<file path="config.mk">
export PLATFORM = sky130hd
export DESIGN_NAME = tcp_congestion_window_control_top_flat
export DESIGN_NICKNAME = d
export VERILOG_FILES = /design/src/tcw_pkg.sv /design/src/tcw_if.sv /design/src/tcw_div.sv /design/src/tcp_congestion_window_control_top.sv /design/src/flat_wrapper.sv
export SDC_FILE = /design/constraint.sdc
export NUM_CORES = 2
export LEC_CHECK = 0
export BUFFER_PORTS_ARGS = -buffer_cell sky130_fd_sc_hd__buf_4
export CORE_MARGIN = 1.5
export CORE_UTILIZATION = 40
export DETAILED_ROUTE_END_ITERATION = 16
export PLACE_DENSITY_LB_ADDON = 0.3
export REMOVE_ABC_BUFFERS = 1
export SYNTH_ARGS = -nofsm -noshare
export SYNTH_HDL_FRONTEND = slang
export SYNTH_HIERARCHICAL = 1
export SYNTH_SLANG_ARGS = --single-unit
</file>
<file path="constraint.sdc">
create_clock -name clk -period 11.7 [get_ports clk]
set_input_delay 1.755 -clock clk [delete_from_list [all_inputs] [get_ports clk]]
set_output_delay 1.755 -clock clk [all_outputs]
set_load 0.005 [all_outputs]
</file>
<file path="src/tcw_pkg.sv">
package tcw_pkg;

  // transaction kinds
  typedef enum logic [1:0] {
    MODE_ACK     = 2'd0,
    MODE_TIMEOUT = 2'd1,
    MODE_WRITE   = 2'd2,
    MODE_SEND    = 2'd3
  } tcw_mode_t;

  // sequencer states
  typedef enum logic [2:0] {
    ST_IDLE,
    ST_EXEC,
    ST_DSTART,
    ST_DWAIT,
    ST_PUSH
  } tcw_state_t;

  // configuration register indexes
  localparam int unsigned CFG_IDX_W = 3;
  localparam logic [CFG_IDX_W-1:0] CFG_SEG_SIZE  = 3'd0;
  localparam logic [CFG_IDX_W-1:0] CFG_INIT_WIN  = 3'd1;
  localparam logic [CFG_IDX_W-1:0] CFG_INIT_THR  = 3'd2;
  localparam logic [CFG_IDX_W-1:0] CFG_START_SEQ = 3'd3;

  // register reset values
  localparam logic [15:0] SEG_SIZE_RST  = 16'd1400;
  localparam logic [31:0] INIT_WIN_RST  = 32'd1400;
  localparam logic [31:0] INIT_THR_RST  = 32'd65536;
  localparam logic [31:0] START_SEQ_RST = 32'd0;

  // duplicate acks that enter fast recovery
  localparam logic [7:0] DUP_THRESHOLD = 8'd3;
  localparam logic [7:0] DUP_MAX       = 8'hFF;

  // divider step count
  localparam int unsigned DIV_CNT_W = 6;
  localparam logic [DIV_CNT_W-1:0] DIV_STEPS = 6'd32;

  typedef struct packed {
    tcw_mode_t   mode;
    logic [31:0] ack_number;
    logic [15:0] peer_window;
    logic [15:0] write_len;
  } tcw_in_item_t;

  typedef struct packed {
    logic [31:0] send_seq;
    logic [15:0] send_len;
    logic [31:0] cwnd_now;
    logic [31:0] thresh_now;
    logic [7:0]  dup_count;
    logic        rewound;
  } tcw_out_item_t;

  typedef struct packed {
    logic busy;
    logic done;
  } tcw_div_stat_t;

  // 32-bit add saturating at all ones
  function automatic logic [31:0] sat_add(input logic [31:0] a, input logic [31:0] b);
    logic [32:0] s;
    s = {1'b0, a} + {1'b0, b};
    return s[32] ? 32'hFFFF_FFFF : s[31:0];
  endfunction

endpackage

</file>
<file path="src/tcw_if.sv">
// input event channel
interface tcw_in_if;
  logic                  valid;
  logic                  ready;
  tcw_pkg::tcw_in_item_t data;

  modport source (output valid, output data, input ready);
  modport sink   (input valid, input data, output ready);
endinterface

// result channel
interface tcw_out_if;
  logic                   valid;
  logic                   ready;
  tcw_pkg::tcw_out_item_t data;

  modport source (output valid, output data, input ready);
  modport sink   (input valid, input data, output ready);
endinterface

</file>
<file path="src/tcw_div.sv">
module tcw_div import tcw_pkg::*; (
  input  logic          clk,
  input  logic          rst_n,
  input  logic          start,
  input  logic [31:0]   dividend,
  input  logic [31:0]   divisor,
  output tcw_div_stat_t stat,
  output logic [31:0]   quotient
);

  logic [31:0]          rem_r, rem_nxt;
  logic [31:0]          quo_r, quo_nxt;
  logic [31:0]          dvs_r;
  logic [DIV_CNT_W-1:0] cnt_r, cnt_nxt;
  logic                 busy_r, busy_nxt;
  logic                 done_r, done_nxt;
  logic [32:0]          trial;
  logic [32:0]          diff;

  // one restoring step: shift in next dividend bit, try subtract
  assign trial = {rem_r, quo_r[31]};
  assign diff  = trial - {1'b0, dvs_r};

  always_comb begin
    rem_nxt  = rem_r;
    quo_nxt  = quo_r;
    cnt_nxt  = cnt_r;
    busy_nxt = busy_r;
    done_nxt = 1'b0;
    if (start) begin
      rem_nxt  = '0;
      quo_nxt  = dividend;
      cnt_nxt  = DIV_STEPS;
      busy_nxt = 1'b1;
    end else if (busy_r) begin
      rem_nxt = diff[32] ? trial[31:0] : diff[31:0];
      quo_nxt = {quo_r[30:0], ~diff[32]};
      cnt_nxt = cnt_r - 1'b1;
      if (cnt_r == DIV_CNT_W'(1)) begin
        busy_nxt = 1'b0;
        done_nxt = 1'b1;
      end
    end
  end

  // control state
  always_ff @(posedge clk) begin
    if (!rst_n) begin
      cnt_r  <= '0;
      busy_r <= 1'b0;
      done_r <= 1'b0;
    end else begin
      cnt_r  <= cnt_nxt;
      busy_r <= busy_nxt;
      done_r <= done_nxt;
    end
  end

  // datapath
  always_ff @(posedge clk) begin
    rem_r <= rem_nxt;
    quo_r <= quo_nxt;
    if (start) begin
      dvs_r <= divisor;
    end
  end

  assign stat.busy = busy_r;
  assign stat.done = done_r;
  assign quotient  = quo_r;

endmodule

</file>
<file path="src/tcp_congestion_window_control_top.sv">
// channel  | direction | payload
// in_ch    | sink      | mode, ack_number, peer_window, write_len
// out_ch   | source    | send_seq, send_len, cwnd_now, thresh_now, dup_count, rewound
// cfg_*    | write     | cfg_index selects register, cfg_data its value
//
// A plain transaction moves from idle through execute to push, where its result is
// registered onto out_ch; the next can be accepted once the sequencer is back in idle.
// Congestion avoidance growth runs MSS*MSS/cwnd through the radix-2 divider,
// one quotient bit per cycle, via the divider start and wait states before push.
// rst_n is synchronous and the block is ready right after reset; in_ch.ready is high
// only while idle, and a result held by out_ch stalls the next one in its push state.
module tcp_congestion_window_control_top import tcw_pkg::*; (
  input  logic                 clk,
  input  logic                 rst_n,
  tcw_in_if.sink               in_ch,
  tcw_out_if.source            out_ch,
  input  logic                 cfg_we,
  input  logic [CFG_IDX_W-1:0] cfg_index,
  input  logic [31:0]          cfg_data
);

  tcw_state_t    state_r, state_nxt;
  tcw_in_item_t  item_r;
  tcw_out_item_t out_data_r, out_data_nxt;
  logic          out_valid_r, out_valid_nxt;

  logic [15:0] seg_size_r, seg_size_nxt;
  logic [31:0] init_win_r, init_win_nxt;
  logic [31:0] init_thr_r, init_thr_nxt;
  logic [31:0] start_seq_r, start_seq_nxt;

  logic [31:0] cwnd_r, cwnd_nxt;
  logic [31:0] ssthresh_r, ssthresh_nxt;
  logic [7:0]  dup_r, dup_nxt;
  logic [31:0] acked_r, acked_nxt;
  logic [31:0] sent_r, sent_nxt;
  logic [31:0] written_r, written_nxt;
  logic [15:0] peerwin_r, peerwin_nxt;

  logic [31:0] res_seq_r, res_seq_nxt;
  logic [15:0] res_len_r, res_len_nxt;
  logic        res_rew_r, res_rew_nxt;
  logic [31:0] prod_r, prod_nxt;

  logic          in_fire;
  logic          div_start;
  tcw_div_stat_t div_stat;
  logic [31:0]   div_quo;

  logic [31:0] acked_w;
  logic [31:0] ahead_w;
  logic        is_dup;
  logic        is_new;
  logic [7:0]  dup_inc;
  logic [31:0] half_cwnd;
  logic [17:0] seg3;
  logic        hold_w;
  logic [31:0] pend_raw;
  logic [31:0] pend_w;
  logic [31:0] min_cp;
  logic [15:0] grant_w;

  assign in_fire     = in_ch.valid && in_ch.ready;
  assign in_ch.ready = (state_r == ST_IDLE);

  // ack classification by serial compare
  assign acked_w = item_r.ack_number - 32'd1;
  assign ahead_w = acked_w - acked_r;
  assign is_dup  = (ahead_w == 32'd0);
  assign is_new  = !is_dup && !ahead_w[31];
  assign dup_inc = (dup_r != DUP_MAX) ? dup_r + 8'd1 : dup_r;

  // fast recovery entry terms
  assign half_cwnd = {1'b0, cwnd_r[31:1]};
  assign seg3      = {2'b00, seg_size_r} + {1'b0, seg_size_r, 1'b0};

  // send budget
  assign hold_w   = (dup_r != 8'd0) && (dup_r < DUP_THRESHOLD) && (peerwin_r != 16'd0);
  assign pend_raw = written_r - sent_r;
  assign pend_w   = pend_raw[31] ? 32'd0 : pend_raw;
  assign min_cp   = (cwnd_r < pend_w) ? cwnd_r : pend_w;

  always_comb begin
    if (hold_w || min_cp == 32'd0) begin
      grant_w = 16'd0;
    end else if (peerwin_r == 16'd0) begin
      grant_w = 16'd1;
    end else if (min_cp > {16'd0, peerwin_r}) begin
      grant_w = peerwin_r;
    end else begin
      grant_w = min_cp[15:0];
    end
  end

  // sequencer, state update and configuration writes
  always_comb begin
    state_nxt     = state_r;
    out_data_nxt  = out_data_r;
    out_valid_nxt = out_valid_r && !out_ch.ready;
    seg_size_nxt  = seg_size_r;
    init_win_nxt  = init_win_r;
    init_thr_nxt  = init_thr_r;
    start_seq_nxt = start_seq_r;
    cwnd_nxt      = cwnd_r;
    ssthresh_nxt  = ssthresh_r;
    dup_nxt       = dup_r;
    acked_nxt     = acked_r;
    sent_nxt      = sent_r;
    written_nxt   = written_r;
    peerwin_nxt   = peerwin_r;
    res_seq_nxt   = res_seq_r;
    res_len_nxt   = res_len_r;
    res_rew_nxt   = res_rew_r;
    prod_nxt      = prod_r;
    div_start     = 1'b0;

    unique case (state_r)
      ST_IDLE: begin
        if (in_fire) begin
          state_nxt = ST_EXEC;
        end
      end
      ST_EXEC: begin
        state_nxt   = ST_PUSH;
        res_len_nxt = 16'd0;
        res_rew_nxt = 1'b0;
        case (item_r.mode)
          MODE_ACK: begin
            peerwin_nxt = item_r.peer_window;
            if (is_new) begin
              dup_nxt   = 8'd0;
              acked_nxt = acked_w;
              if (dup_r >= DUP_THRESHOLD) begin
                cwnd_nxt = ssthresh_r;
              end else if (cwnd_r <= ssthresh_r) begin
                cwnd_nxt = sat_add(cwnd_r, {16'd0, seg_size_r});
              end else begin
                prod_nxt  = 32'(seg_size_r) * 32'(seg_size_r);
                state_nxt = ST_DSTART;
              end
            end else if (is_dup) begin
              dup_nxt = dup_inc;
              if (dup_inc == DUP_THRESHOLD) begin
                ssthresh_nxt = half_cwnd;
                cwnd_nxt     = sat_add(half_cwnd, {14'd0, seg3});
                sent_nxt     = acked_r;
                res_rew_nxt  = 1'b1;
              end else if (dup_inc > DUP_THRESHOLD) begin
                cwnd_nxt = sat_add(cwnd_r, {16'd0, seg_size_r});
              end
            end
          end
          MODE_TIMEOUT: begin
            dup_nxt      = 8'd0;
            ssthresh_nxt = half_cwnd;
            cwnd_nxt     = {16'd0, seg_size_r};
            sent_nxt     = acked_r;
            res_rew_nxt  = 1'b1;
          end
          MODE_WRITE: begin
            written_nxt = written_r + {16'd0, item_r.write_len};
          end
          MODE_SEND: begin
            sent_nxt    = sent_r + {16'd0, grant_w};
            res_len_nxt = grant_w;
          end
          default: ;
        endcase
        // send opportunity reports the first granted byte, others the new pointer
        res_seq_nxt = (item_r.mode == MODE_SEND) ? sent_r + 32'd1 : sent_nxt + 32'd1;
      end
      ST_DSTART: begin
        div_start = 1'b1;
        state_nxt = ST_DWAIT;
      end
      ST_DWAIT: begin
        if (div_stat.done) begin
          cwnd_nxt  = sat_add(cwnd_r, div_quo);
          state_nxt = ST_PUSH;
        end
      end
      ST_PUSH: begin
        if (!out_valid_r || out_ch.ready) begin
          out_data_nxt.send_seq   = res_seq_r;
          out_data_nxt.send_len   = res_len_r;
          out_data_nxt.cwnd_now   = cwnd_r;
          out_data_nxt.thresh_now = ssthresh_r;
          out_data_nxt.dup_count  = dup_r;
          out_data_nxt.rewound    = res_rew_r;
          out_valid_nxt           = 1'b1;
          state_nxt               = ST_IDLE;
        end
      end
      default: state_nxt = ST_IDLE;
    endcase

    // register writes, expected only while no transaction is in flight
    if (cfg_we) begin
      unique case (cfg_index)
        CFG_SEG_SIZE: seg_size_nxt = cfg_data[15:0];
        CFG_INIT_WIN: begin
          init_win_nxt = cfg_data;
          cwnd_nxt     = cfg_data;
        end
        CFG_INIT_THR: begin
          init_thr_nxt = cfg_data;
          ssthresh_nxt = cfg_data;
        end
        CFG_START_SEQ: begin
          start_seq_nxt = cfg_data;
          acked_nxt     = cfg_data;
          sent_nxt      = cfg_data;
          written_nxt   = cfg_data;
        end
        default: ;
      endcase
    end
  end

  // control and window state
  always_ff @(posedge clk) begin
    if (!rst_n) begin
      state_r     <= ST_IDLE;
      out_valid_r <= 1'b0;
      seg_size_r  <= SEG_SIZE_RST;
      init_win_r  <= INIT_WIN_RST;
      init_thr_r  <= INIT_THR_RST;
      start_seq_r <= START_SEQ_RST;
      cwnd_r      <= INIT_WIN_RST;
      ssthresh_r  <= INIT_THR_RST;
      dup_r       <= 8'd0;
      acked_r     <= START_SEQ_RST;
      sent_r      <= START_SEQ_RST;
      written_r   <= START_SEQ_RST;
      peerwin_r   <= 16'd0;
    end else begin
      state_r     <= state_nxt;
      out_valid_r <= out_valid_nxt;
      seg_size_r  <= seg_size_nxt;
      init_win_r  <= init_win_nxt;
      init_thr_r  <= init_thr_nxt;
      start_seq_r <= start_seq_nxt;
      cwnd_r      <= cwnd_nxt;
      ssthresh_r  <= ssthresh_nxt;
      dup_r       <= dup_nxt;
      acked_r     <= acked_nxt;
      sent_r      <= sent_nxt;
      written_r   <= written_nxt;
      peerwin_r   <= peerwin_nxt;
    end
  end

  // payload registers
  always_ff @(posedge clk) begin
    if (in_fire) begin
      item_r <= in_ch.data;
    end
    out_data_r <= out_data_nxt;
    res_seq_r  <= res_seq_nxt;
    res_len_r  <= res_len_nxt;
    res_rew_r  <= res_rew_nxt;
    prod_r     <= prod_nxt;
  end

  // divider for congestion avoidance growth
  tcw_div u_div (
    .clk      (clk),
    .rst_n    (rst_n),
    .start    (div_start),
    .dividend (prod_r),
    .divisor  (cwnd_r),
    .stat     (div_stat),
    .quotient (div_quo)
  );

  assign out_ch.valid = out_valid_r;
  assign out_ch.data  = out_data_r;

  // accepted transaction always moves into execute
  a_accept_exec: assert property (@(posedge clk) disable iff (!rst_n)
    in_fire |=> state_r == ST_EXEC)
    else $error("accepted transaction did not enter execute");

  // divider only runs while the sequencer waits on it
  a_div_busy: assert property (@(posedge clk) disable iff (!rst_n)
    div_stat.busy |-> state_r == ST_DWAIT)
    else $error("divider busy outside wait state");

  // a rewind never comes with a send grant
  a_rew_len: assert property (@(posedge clk) disable iff (!rst_n)
    out_valid_r && out_data_r.rewound |-> out_data_r.send_len == 16'd0)
    else $error("rewound result carries a send grant");

  // a new result is loaded only when the output slot is free
  a_push_free: assert property (@(posedge clk) disable iff (!rst_n)
    state_r == ST_PUSH && out_valid_r && !out_ch.ready |=> state_r == ST_PUSH)
    else $error("result overwritten while waiting");

endmodule

</file>
<file path="src/flat_wrapper.sv">
// flat-port wrapper written by rule: the top's interface ports become plain ports
module tcp_congestion_window_control_top_flat import tcw_pkg::*;
  (clk, rst_n, cfg_we, cfg_index, cfg_data, in_ch_valid, in_ch_data, in_ch_ready, out_ch_valid, out_ch_data, out_ch_ready);
  tcw_in_if in_ch_i ();
  tcw_out_if out_ch_i ();
  input  logic clk;
  input  logic rst_n;
  input  logic cfg_we;
  input  logic [CFG_IDX_W-1:0] cfg_index;
  input  logic [31:0] cfg_data;
  input wire logic [$bits(in_ch_i.valid)-1:0] in_ch_valid;
  input wire logic [$bits(in_ch_i.data)-1:0] in_ch_data;
  output wire logic [$bits(in_ch_i.ready)-1:0] in_ch_ready;
  output wire logic [$bits(out_ch_i.valid)-1:0] out_ch_valid;
  output wire logic [$bits(out_ch_i.data)-1:0] out_ch_data;
  input wire logic [$bits(out_ch_i.ready)-1:0] out_ch_ready;
  assign in_ch_i.valid = in_ch_valid;
  assign in_ch_i.data = in_ch_data;
  assign in_ch_ready = in_ch_i.ready;
  assign out_ch_valid = out_ch_i.valid;
  assign out_ch_data = out_ch_i.data;
  assign out_ch_i.ready = out_ch_ready;
  tcp_congestion_window_control_top u_core (.clk(clk), .rst_n(rst_n), .in_ch(in_ch_i), .out_ch(out_ch_i), .cfg_we(cfg_we), .cfg_index(cfg_index), .cfg_data(cfg_data));
endmodule
</file>
==> insert_results.sql <==
INSERT INTO impl_metrics (metric_group, metric, value, unit) VALUES
('placed_design', 'dp_hpwl', '125800', 'um'),
('pwr', 'power_leakage', '21.49', 'nW'),
('cts', 'worst_setup_hold_path_clk_slew', '0.06', 'ns'),
('final_layout', 'multi_input_area', '29590', 'um2'),
('worst_setup_path', 'critPathArrivalTime', '11.68', 'ns'),
('timing', 'worst-slew-pin-transition', '1.432', 'ns'),
('hold_path', 'timing.hold.worst.class', 'reg2reg', ''),
('worst_setup_path', 'path_delay_family', 'compound AO/OA/AOI/OAI gates', ''),
('synth', 'synth_cells', '5337', ''),
('final_layout', 'storage_cell_area', '14830', 'um2'),
('cts', 'cts.htree.levels', '3', ''),
('floorplanning', 'floorplan.io_pins', '229', ''),
('timing', 'final_slew_viol_count', '0', ''),
('route', 'totalWireLength', '168100', 'um'),
('synth', 'post_synth_instance_area', '47020', 'um2'),
('cts', 'clock_sinks', '575', ''),
('global_routing', 'via_count_of_the_first_global_routing_pass', '40020', ''),
('route', 'route.detailed.wl_per_inst', '23.68', 'um'),
('cts', 'insertion_delay', '0.68', 'ns'),
('pwr', 'fin_total_pwr', '0.008027', 'W'),
('timing', 'fin_skew', '0.04151', 'ns'),
('placed_design', 'portBuffers', '228', ''),
('final_layout', 'most_common_cell_after_layout_fill_and_taps_aside', 'nand2_1', ''),
('timing', 'finalSetupViolCount', '0', ''),
('pwr', 'worst_ir_drop_vdd', '0.1249', 'mV'),
('worst_setup_path', 'slowest_delay', '0.49', 'ns'),
('cts', 'clock_path_buffers', '3', ''),
('timing', 'clock.fmax', '90.15', 'MHz'),
('timing', 'relSlewSlack', '0.04155', ''),
('route', 'dr.pass1.iters', '8', ''),
('final_layout', 'final_net_count', '6205', ''),
('worst_setup_path', 'cp_num_buf_inv', '5', ''),
('placed_design', 'gp_routability_congestion', '0.9727', ''),
('worst_setup_path', 'timing.setup.critical_path_class', 'reg2reg', ''),
('run', 'cap_violations', '0', ''),
('worst_setup_path', 'start_kind', 'register', ''),
('route', 'ant_nets', '0', ''),
('route', 'drtIter0Drc', '4849', ''),
('worst_setup_path', 'endpoint_class_of_the_critical_path', 'register', ''),
('status', 'result_of_the_run', 'finished clean', ''),
('final_layout', 'final_cell_mix', '501 x nand2_1, 467 x inv_1, 406 x a21oi_1, 397 x ha_1, 387 x nor2_1', ''),
('floorplanning', 'die_width', '345.9', 'um'),
('final_layout', 'fraction_of_layout_cells_with_a_size_suffix_above_1', '0.1103', ''),
('placed_design', 'placement.setup.worst_slack', '0.1408', 'ns'),
('cts', 'cts_root_buf', 'clkbuf_16', ''),
('final_layout', 'layout.core_utilization', '0.4580', ''),
('final_layout', 'final_cell_area', '53290', 'um2'),
('floorplanning', 'fp.coreArea', '116400', 'um2'),
('route', 'remaining_drc_errors', '0', ''),
('timing', 'setup_slack', '0.6073', 'ns'),
('synth', 'post_synth.cell_area_avg', '8.810', 'um2'),
('pwr', 'power_per_cell_area', '150.6', 'nW/um2'),
('placed_design', 'placed_area', '50750', 'um2'),
('route', 'route.detailed.vias_per_inst', '5.979', ''),
('global_routing', 'pin_count_of_the_biggest_net_entering_global_routing', '90', ''),
('final_layout', 'flow.area_growth_from_synthesis', '13.35', '%'),
('timing', 'fin_crit', '11.09', 'ns'),
('synth', 'synth-warning-count', '6', ''),
('floorplanning', 'start_util', '0.4041', ''),
('route', 'via_count', '42440', ''),
('floorplanning', 'die-area', '119600', 'um2'),
('global_routing', 'grt_ovf', '0', ''),
('timing', 'timing.final.hold_violations', '0', ''),
('floorplanning', 'std_cell_rows', '125', ''),
('global_routing', 'grt_antenna_before_repair', '9', ''),
('worst_setup_path', 'critical_path.slowest_cell', 'or4_1', ''),
('global_routing', 'global_route.usage.total', '0.2727', ''),
('cts', 'tritoncts_buffer_count', '71', ''),
('worst_setup_path', 'critPathMaxFanout', '6', ''),
('worst_setup_path', 'critical_path_required', '12.28', 'ns'),
('global_routing', 'grt_pass1_wl', '250700', 'um'),
('floorplanning', 'die_h', '345.9', 'um'),
('timing', 'fin_crit_sh', '0.9481', ''),
('final_layout', 'num-fill-cells', '11290', ''),
('cts', 'cts_tree', 'done', '');
[sequential cells by signal, summed over array words and instances (netlist names), 31 cells and up]
signal / flops
u_core/cwnd_r: 32
u_core/acked_r: 32
u_core/sent_r: 32
u_core/u_div/rem_r: 32
u_core/item_r: 66
u_core/written_r: 32
u_core/u_div/quotient: 32
u_core/ssthresh_r: 32
u_core/prod_r: 31
u_core/res_seq_r: 32
u_core/u_div/dvs_r: 32
u_core/out_ch.data: 121
[worst register-to-register path, delay by kind of cell (launching register included)]
kind	cells	cell delay, ns
AOI/OAI and AO/OA	27	5.62
and+or+nand+nor	15	2.68
adders and majority gates	6	1.61
buffers and inverters	5	0.63
DFF	1	0.33
xor gates and xnor gates	1	0.15
[worst paths after layout]
kind                                      startpoint                       to  slack [ns]  cells past startpoint
worst max-delay path             u_core/written_r[0]        u_core/sent_r[26]        0.61                     54
worst min register to register  u_core/res_seq_r[16]  u_core/out_ch.data[105]        0.42                      0
worst min-delay path            u_core/res_seq_r[16]  u_core/out_ch.data[105]        0.42                      0
worst max register to register   u_core/written_r[0]        u_core/sent_r[26]        0.61                     54
[through the flow]
step	instances	hold WS, ns	setup TNS (ns)
floorplan	5077	0.4003	-2.338
global placement	6965	0.4036	0
detailed placement	6965	0.4045	0
CTS	7097	0.4213	0
global route	7098	0.4277	-0.005725
finish	7099	0.4191	0
[what timing repair did]
item	4_1_cts	5_1_grt
hold buffers	0	0
resized for setup	0	20
setup buffers	0	1
endpoints found under the setup margin	0	20
[layer usage]
| metal | up-vias | part of all wire | global-route usage | wire [um] |
|---|---|---|---|---|
| li1 | 19570 | - | - | - |
| met4 | 2 | 0.039 | 0.1050 | 6595 |
| met1 | 20480 | 0.45 | 0.3908 | 75210 |
| met3 | 384 | 0.096 | 0.05841 | 16130 |
| met5 | - | 0.00010 | 0 | 17 |
| met2 | 2011 | 0.42 | 0.3986 | 70150 |
[layout make-up]
class	instances	share of cell area
Multi-Input combinational cell	4031	0.5553
Sequential cell	575	0.2782
Timing Repair Buffer	365	0.05165
Clock buffer	96	0.03803
Tap cell	1524	0.03578
Inverter	471	0.03324
Clock inverter	36	0.007724
Antenna cell	1	0.00004695
[where the power goes]
| part | total [W] | switching [W] | internal, W |
|---|---|---|---|
| Clock | 0.00233 | 0.000977 | 0.00135 |
| Sequential | 0.00246 | 0.000128 | 0.00233 |
| Combinational | 0.00324 | 0.00197 | 0.00128 |
No activity file was read; power rests on OpenSTA's default activity.
